--- config.mk ---
export PLATFORM = sky130hd
export DESIGN_NAME = nmea_speed_satellite_extractor_top
export DESIGN_NICKNAME = d
export VERILOG_FILES = /design/src/rtl/core/nsse_pkg.sv /design/src/rtl/core/nmea_speed_satellite_extractor_top.sv
export VERILOG_INCLUDE_DIRS = /design/src /design/src/rtl/core
export SDC_FILE = /design/constraint.sdc
export NUM_CORES = 1
export LEC_CHECK = 0
export BUFFER_PORTS_ARGS = -buffer_cell sky130_fd_sc_hd__clkbuf_2
export CORE_MARGIN = 1
export CORE_UTILIZATION = 48
export CTS_BUF_LIST = sky130_fd_sc_hd__clkbuf_8
export DETAILED_ROUTE_END_ITERATION = 6
export PLACE_DENSITY = 0.66
export SLEW_MARGIN = 10
export SYNTH_ARGS = -nofsm -noshare
export SYNTH_HDL_FRONTEND = slang
export SYNTH_SLANG_ARGS = --single-unit
--- constraint.sdc ---
create_clock -name clock -period 5.2 [get_ports clock]
set_input_delay 0.26 -clock clock [delete_from_list [all_inputs] [get_ports clock]]
set_output_delay 0.26 -clock clock [all_outputs]
set_load 0.05 [all_outputs]
--- src/rtl/core/nmea_speed_satellite_extractor_top_macros.svh ---
// assertion macros for the nmea speed and satellite extractor
`ifndef NMEA_SPEED_SATELLITE_EXTRACTOR_TOP_MACROS_SVH
`define NMEA_SPEED_SATELLITE_EXTRACTOR_TOP_MACROS_SVH

`ifndef NO_ASSERTIONS
// condition holds at every clock edge out of reset
`define NSSE_ASSERT_ALWAYS(label, cond, msg) \
   label: assert property (@(posedge clock) disable iff (reset) (cond)) else $error(msg);
// condition in one cycle implies consequence in the next
`define NSSE_ASSERT_NEXT(label, ante, cons, msg) \
   label: assert property (@(posedge clock) disable iff (reset) (ante) |=> (cons)) \
      else $error(msg);
`else
`define NSSE_ASSERT_ALWAYS(label, cond, msg)
`define NSSE_ASSERT_NEXT(label, ante, cons, msg)
`endif

`endif

--- src/rtl/core/nsse_pkg.sv ---
// constants for the nmea speed and satellite extractor
package nsse_pkg;

   localparam int MAX_LINE = 256;
   localparam int LEN_W    = $clog2(MAX_LINE + 1);

   localparam int BYTE_W   = 8;
   localparam int FIELD_W  = 5;
   localparam int SPEED_W  = 14;
   localparam int SATS_W   = 7;
   localparam int HIDX_W   = 3;
   localparam int CSR_IDX_W = 2;

   localparam logic [HIDX_W-1:0]  HDR_LEN    = 3'd6;
   localparam logic [SPEED_W-1:0] ACC_MAX    = 14'd9999;
   localparam logic [SATS_W-1:0]  SAT_MAX    = 7'd99;
   localparam logic [FIELD_W-1:0] FIELD_MAX  = 5'd31;
   localparam logic [FIELD_W-1:0] FIELD_RST  = 5'd7;

   localparam logic [BYTE_W-1:0] BYTE_ABORT = 8'h10;
   localparam logic [BYTE_W-1:0] BYTE_CR    = 8'h0D;
   localparam logic [BYTE_W-1:0] BYTE_LF    = 8'h0A;
   localparam logic [BYTE_W-1:0] BYTE_COMMA = 8'h2C;
   localparam logic [BYTE_W-1:0] BYTE_ZERO  = 8'h30;
   localparam logic [BYTE_W-1:0] BYTE_NINE  = 8'h39;

   localparam logic [CSR_IDX_W-1:0] CSR_SPEED_FIELD = 2'd0;
   localparam logic [CSR_IDX_W-1:0] CSR_SATS_FIELD  = 2'd1;

   localparam logic KIND_GGA = 1'b0;
   localparam logic KIND_VTG = 1'b1;

   // expected header character "$GPGGA" at a position
   function automatic logic [BYTE_W-1:0] hdr_gga_char(input logic [HIDX_W-1:0] idx);
      logic [BYTE_W-1:0] c;
      case (idx)
         3'd0: c = 8'h24;
         3'd1: c = 8'h47;
         3'd2: c = 8'h50;
         3'd3: c = 8'h47;
         3'd4: c = 8'h47;
         3'd5: c = 8'h41;
         default: c = 8'h00;
      endcase
      return c;
   endfunction

   // expected header character "$GPVTG" at a position
   function automatic logic [BYTE_W-1:0] hdr_vtg_char(input logic [HIDX_W-1:0] idx);
      logic [BYTE_W-1:0] c;
      case (idx)
         3'd0: c = 8'h24;
         3'd1: c = 8'h47;
         3'd2: c = 8'h50;
         3'd3: c = 8'h56;
         3'd4: c = 8'h54;
         3'd5: c = 8'h47;
         default: c = 8'h00;
      endcase
      return c;
   endfunction

endpackage

--- src/rtl/core/nmea_speed_satellite_extractor_top.sv ---
// top level of the nmea speed and satellite extractor
//
// usage
// - req channel: one received serial byte per word (req_rx_byte), taken when
//   req_valid is high and req_stall is low
// - rsp channel: one word per carriage return that ends a $GPGGA or $GPVTG
//   line, carrying both held values and the sentence kind (0 gga, 1 vtg)
// - csr port: index 0 writes the vtg speed field number, index 1 the gga
//   satellite field number; other indexes are ignored; write only when idle
// - path: a byte sits in the input register while the per-byte update runs,
//   and any result lands in the output register, which drives rsp_valid
// - throughput: one byte per cycle while rsp_stall holds no word in place
// - stall: while rsp_stall holds a word in the output register, the input
//   register keeps its byte and req_stall rises; once taken both move again
// - reset: synchronous, clears line state, held values, both registers'
//   valid flags and restores both field numbers to 7
// - byte 0x10 drops the current line; over-long lines end without a word
`include "nmea_speed_satellite_extractor_top_macros.svh"

module nmea_speed_satellite_extractor_top (
   input  logic                              clock,
   input  logic                              reset,
   input  logic                              req_valid,
   output logic                              req_stall,
   input  logic [nsse_pkg::BYTE_W-1:0]       req_rx_byte,
   output logic                              rsp_valid,
   input  logic                              rsp_stall,
   output logic [nsse_pkg::SPEED_W-1:0]      rsp_speed_kmh,
   output logic [nsse_pkg::SATS_W-1:0]       rsp_satellites,
   output logic                              rsp_sentence_kind,
   input  logic                              csr_wr_en,
   input  logic [nsse_pkg::CSR_IDX_W-1:0]    csr_index,
   input  logic [nsse_pkg::FIELD_W-1:0]      csr_wdata
);
   import nsse_pkg::*;

   // configuration
   logic [FIELD_W-1:0] speed_field_ff, sats_field_ff;

   // input register
   logic               in_valid_ff, in_valid_in;
   logic [BYTE_W-1:0]  in_byte_ff;

   // line state
   logic [HIDX_W-1:0]  header_index_ff, header_index_in;
   logic               match_gga_ff, match_gga_in;
   logic               match_vtg_ff, match_vtg_in;
   logic [FIELD_W-1:0] field_count_ff, field_count_in;
   logic [SPEED_W-1:0] digit_accum_ff, digit_accum_in;
   logic               fraction_seen_ff, fraction_seen_in;
   logic [LEN_W-1:0]   line_length_ff, line_length_in;
   logic [SPEED_W-1:0] speed_held_ff, speed_held_in;
   logic [SATS_W-1:0]  sats_held_ff, sats_held_in;

   // output register
   logic               out_valid_ff, out_valid_in;
   logic [SPEED_W-1:0] out_speed_ff;
   logic [SATS_W-1:0]  out_sats_ff;
   logic               out_kind_ff;

   logic               advance;
   logic               produce;
   logic               restart;
   logic               recognized;
   logic [FIELD_W-1:0] chosen;
   logic [SPEED_W+2:0] acc_next;

   // the byte in the input register moves on unless a finished word is stuck
   assign advance   = in_valid_ff && (!out_valid_ff || !rsp_stall);
   assign req_stall = in_valid_ff && !advance;
   assign in_valid_in  = (req_valid && !req_stall) || (in_valid_ff && !advance);
   assign out_valid_in = (advance && produce) || (out_valid_ff && rsp_stall);

   assign recognized = (header_index_ff == HDR_LEN) && (match_gga_ff || match_vtg_ff);
   assign chosen     = match_vtg_ff ? speed_field_ff : sats_field_ff;
   // accum * 10 + digit, done as shift and add
   assign acc_next   = {digit_accum_ff, 3'b000} + {2'b00, digit_accum_ff, 1'b0}
                     + {{(SPEED_W-1){1'b0}}, in_byte_ff[3:0]};

   always_comb begin
      header_index_in  = header_index_ff;
      match_gga_in     = match_gga_ff;
      match_vtg_in     = match_vtg_ff;
      field_count_in   = field_count_ff;
      digit_accum_in   = digit_accum_ff;
      fraction_seen_in = fraction_seen_ff;
      line_length_in   = line_length_ff;
      speed_held_in    = speed_held_ff;
      sats_held_in     = sats_held_ff;
      produce          = 1'b0;
      restart          = 1'b0;

      if (advance) begin
         if (in_byte_ff == BYTE_ABORT) begin
            restart = 1'b1;
         end else if (in_byte_ff == BYTE_CR) begin
            if (recognized) begin
               produce = 1'b1;
               if (match_vtg_ff) begin
                  if (field_count_ff >= speed_field_ff) begin
                     speed_held_in = digit_accum_ff;
                  end
               end else if (field_count_ff >= sats_field_ff) begin
                  sats_held_in = (digit_accum_ff > SPEED_W'(SAT_MAX)) ?
                                 SAT_MAX : digit_accum_ff[SATS_W-1:0];
               end
            end
            restart = 1'b1;
         end else if (in_byte_ff == BYTE_LF && line_length_ff == '0) begin
            // leading line feed is dropped
         end else if (line_length_ff >= LEN_W'(MAX_LINE)) begin
            // over-long line can no longer be recognized
            match_gga_in = 1'b0;
            match_vtg_in = 1'b0;
         end else begin
            line_length_in = line_length_ff + LEN_W'(1);
            if (header_index_ff < HDR_LEN) begin
               if (in_byte_ff != hdr_gga_char(header_index_ff)) begin
                  match_gga_in = 1'b0;
               end
               if (in_byte_ff != hdr_vtg_char(header_index_ff)) begin
                  match_vtg_in = 1'b0;
               end
               header_index_in = header_index_ff + HIDX_W'(1);
            end else if (in_byte_ff == BYTE_COMMA) begin
               if (field_count_ff < FIELD_MAX) begin
                  field_count_in = field_count_ff + FIELD_W'(1);
               end else begin
                  fraction_seen_in = 1'b1;
               end
            end else if (recognized && field_count_ff == chosen && !fraction_seen_ff) begin
               if (in_byte_ff >= BYTE_ZERO && in_byte_ff <= BYTE_NINE) begin
                  digit_accum_in = (acc_next > (SPEED_W+3)'(ACC_MAX)) ?
                                   ACC_MAX : acc_next[SPEED_W-1:0];
               end else begin
                  // first non-digit freezes the value
                  fraction_seen_in = 1'b1;
               end
            end
         end
      end

      if (restart) begin
         header_index_in  = '0;
         match_gga_in     = 1'b1;
         match_vtg_in     = 1'b1;
         field_count_in   = '0;
         digit_accum_in   = '0;
         fraction_seen_in = 1'b0;
         line_length_in   = '0;
      end
   end

   // configuration writes
   always_ff @(posedge clock) begin
      if (reset) begin
         speed_field_ff <= FIELD_RST;
         sats_field_ff  <= FIELD_RST;
      end else if (csr_wr_en) begin
         if (csr_index == CSR_SPEED_FIELD) begin
            speed_field_ff <= csr_wdata;
         end else if (csr_index == CSR_SATS_FIELD) begin
            sats_field_ff <= csr_wdata;
         end
      end
   end

   // control and line state
   always_ff @(posedge clock) begin
      if (reset) begin
         in_valid_ff      <= 1'b0;
         out_valid_ff     <= 1'b0;
         header_index_ff  <= '0;
         match_gga_ff     <= 1'b1;
         match_vtg_ff     <= 1'b1;
         field_count_ff   <= '0;
         digit_accum_ff   <= '0;
         fraction_seen_ff <= 1'b0;
         line_length_ff   <= '0;
         speed_held_ff    <= '0;
         sats_held_ff     <= '0;
      end else begin
         in_valid_ff      <= in_valid_in;
         out_valid_ff     <= out_valid_in;
         header_index_ff  <= header_index_in;
         match_gga_ff     <= match_gga_in;
         match_vtg_ff     <= match_vtg_in;
         field_count_ff   <= field_count_in;
         digit_accum_ff   <= digit_accum_in;
         fraction_seen_ff <= fraction_seen_in;
         line_length_ff   <= line_length_in;
         speed_held_ff    <= speed_held_in;
         sats_held_ff     <= sats_held_in;
      end
   end

   // payload registers
   always_ff @(posedge clock) begin
      if (req_valid && !req_stall) begin
         in_byte_ff <= req_rx_byte;
      end
      if (advance && produce) begin
         out_speed_ff <= speed_held_in;
         out_sats_ff  <= sats_held_in;
         out_kind_ff  <= match_vtg_ff ? KIND_VTG : KIND_GGA;
      end
   end

   assign rsp_valid         = out_valid_ff;
   assign rsp_speed_kmh     = out_speed_ff;
   assign rsp_satellites    = out_sats_ff;
   assign rsp_sentence_kind = out_kind_ff;

   // checks
   `NSSE_ASSERT_ALWAYS(a_stall_needs_byte, !req_stall || in_valid_ff,
      "input stalled with empty input register")
   `NSSE_ASSERT_NEXT(a_result_lands, advance && produce, rsp_valid,
      "finished word did not reach output register")
   `NSSE_ASSERT_ALWAYS(a_held_in_range,
      speed_held_ff <= ACC_MAX && sats_held_ff <= SAT_MAX,
      "held value above its saturation limit")
   `NSSE_ASSERT_ALWAYS(a_header_index_range, header_index_ff <= HDR_LEN,
      "header index ran past header length")

endmodule

==> metrics.yaml <==
status:
  outcome: "complete, no violations"
detailed_routing:
  dr.first_iter.drc_count: 280
  wl_um: 12500
  drt_first_pass_iters: 5
  ant_nets: 0
  wl_per_cell_um: 15.8
  drc: 0
  viasPerCell: 5.83
  vias: 4579
timing:
  clock_skew_ns: 0.0123
  post-route-period-util_pct: 69.1
  min_period_ns: 3.59
  fmax_mhz: 278
  final.hold.worst_slack_ns: 0.0489
  tns_ns: 0
  finalSetupViolations: 0
  hold_viol: 0
  drv_slew: 0
  relSlewSlack_pct: 22.3
  worst_pin_slew_ns: 1.16
  grt_setup_unrepaired: "false"
placement:
  portBuffers: 43
  dp_hpwl_um: 9320
  gp_congestion: 0.890
worst_setup_path:
  start_kind: "flip-flop"
  critical_path_class: "reg -> reg"
  cp.arrival_ns: 3.88
  cp_max_fo: 8
  cp.required_ns: 5.48
  crit_path_end_kind: "flip-flop"
synthesis:
  synth.largest_area_cell: "dfxtp_1"
  synth_edf_count: 30
  synth-main-ff-cell: "dfxtp_1"
  synthTopCellsByArea: "dfxtp_1, edfxtp_1, ha_1"
  ys_seq_area_share_pct: 40.0
  synth_cells: 606
  syn_nets: 673
  async_reset_ff_share_pct: 0
  synth_top_area_share_pct: 23.9
  synthDistinctLibCells: 68
  syn_area_sq_um: 5610
  yosysWarnings: 0
  avgSynthCellArea_sq_um: 9.25
  ys_ff_latch: 97
clock_network:
  clkSinkCount: 97
  cts_hold_buffers: 0
  cts_resized: 0
  clk_latency_ns: 0.39
  cts_root_buffer: "clkbuf_8"
  post-cts-setup-buffers: 0
  cts.clk_slew.worst_paths_ns: 0.09
  cts_buffers: 9
  clock_path_buffers: 2
  cts_tree: "yes"
  cts-htree-levels: 3
power_and_ir_drop:
  power.leakage_nw: 2.66
  peakVddDrop_mv: 0.186
  powerDensity_nw_per_um2: 224
cells_and_area:
  most-common-layout-cells: "dfxtp_1, nor2_1, ha_1"
  nNetsFinal: 705
  n_fill_cell: 1082
  layout_commonest_cell: "dfxtp_1"
  fin_util_pct: 53.5
  antenna_cells: 0
  syn2layout_area_growth_pct: 8.86
  drive_gt1_share_pct: 12.1
grt:
  grt_max_degree: 36
  grt_pass1_vias: 4272
  antenna_found_initial: 0
  globalRouteTotalUtil_pct: 22.1
  grt-ovfl-total: 0
  grt_pass1_wl_um: 20700
min_path:
  hold_path_class: "in -> reg"
die:
  initial_core_util_pct: 49.1
  core_sq_um: 11400
  fp.dieW_um: 110
  rows: 39
  fp.dieH_um: 110
  ioPinCount: 44
  fp.dieArea_sq_um: 12100
job:
  cap_violations: 0
==> layer usage <==
metal	part of all wire (%)	vias to the layer above	track usage, %
met1	48	2179	29.6
met4	1.4	0	7.14
met2	46	96	36.1
met3	3.9	13	4.06
met5	0	-	0
li1	-	2291	-
==> final timing paths <==
check | start | endpoint | slack, ns | cells after the start
worst min register to register | match_gga_ff | match_gga_ff | 0.47 | 2
worst max-delay path | in_byte_ff[3] | digit_accum_ff[7] | 1.61 | 10
worst min-delay path | req_rx_byte[6] | in_byte_ff[6] | 0.05 | 1
worst max register to register | in_byte_ff[3] | digit_accum_ff[7] | 1.61 | 10
==> cell families (layout without fill, tap and decap cells) <==
| family | Yosys count | in the layout | synth area share [%] |
|---|---|---|---|
| multiplexers | 11 | 11 | 1.96 |
| flip-flops | 97 | 97 | 40.0 |
| AND/OR/NAND/NOR | 205 | 205 | 20.3 |
| adder cells (fa/ha/maj) | 47 | 47 | 10.8 |
| buffers and inverters | 59 | 96 | 4.26 |
| XOR/XNOR | 34 | 34 | 5.31 |
| AO/OA/AOI/OAI | 153 | 153 | 17.5 |
==> power by group <==
group	total [mW]	internal, mW	switching [mW]
logic	0.0877	0.0375	0.0502
registers	0.807	0.789	0.0182
clock network	0.472	0.183	0.289
==> final cells by class <==
| type | count | area (sq um) | share of cell area (%) |
|---|---|---|---|
| Tap cell | 143 | 179 | 2.93 |
| Clock inverter | 7 | 61.3 | 1.00 |
| Multi-Input combinational cell | 450 | 3130 | 51.3 |
| Sequential cell | 97 | 2240 | 36.7 |
| Timing Repair Buffer | 46 | 238 | 3.89 |
| Clock buffer | 9 | 124 | 2.03 |
| Inverter | 34 | 128 | 2.09 |
==> Yosys cell counts (4+ instances only) <==
master / n
nor4b_2: 4
a31oi_1: 7
a21oi_1: 44
nand2_1: 43
nand2b_1: 11
o211ai_1: 5
inv_1: 33
edfxtp_1: 30
a21o_1: 15
nand4_1: 9
o21ai_1: 12
and3_1: 11
clkbuf_1: 12
nor2_1: 46
buf_2: 8
xor2_1: 14
or4_1: 4
or4b_1: 4
ha_1: 45
buf_1: 4
nand3_1: 24
nor3_1: 13
nor4_1: 7
o21ai_0: 29
nor2b_1: 5
a211o_1: 4
and4_1: 4
o31ai_1: 4
xnor2_1: 20
dfxtp_1: 67
mux2i_1: 11
==> flip-flops by register name (all words and copies together) (netlist names) <==
register / flops
digit_accum_ff: 14
rsp_speed_kmh: 14
speed_held_ff: 14
line_length_ff: 9
in_byte_ff: 8
rsp_satellites: 7
sats_held_ff: 7
field_count_ff: 5
sats_field_ff: 5
speed_field_ff: 5
header_index_ff: 3
fraction_seen_ff: 1
in_valid_ff: 1
match_gga_ff: 1
match_vtg_ff: 1
rsp_sentence_kind: 1
rsp_valid: 1
==> worst max-delay path, cell delays in order (launching register included) <==
cell and delay [ns]:
edfxtp_1 0.44, inv_2 0.07, fa_1 0.53, fa_1 0.49
nor2b_1 0.23, o2111ai_1 0.19, nand4b_1 0.18, a2111oi_0 0.14
a2111oi_2 0.80, nor3_4 0.15, a41o_1 0.26
==> stage by stage <==
stage / worst slack [ns] / instances / cell area, sq um / power (mW)
floorplan: 0.673 / 606 / 5610 / 0.885
global placement: 1.70 / 770 / 5920 / 0.909
detailed placement: 1.64 / 770 / 5920 / 0.911
CTS: 1.62 / 786 / 6100 / 1.38
global route: 1.30 / 786 / 6100 / 1.42
finish: 1.61 / 786 / 6100 / 1.37
Note: power is estimated with default switching activity, not from simulation.
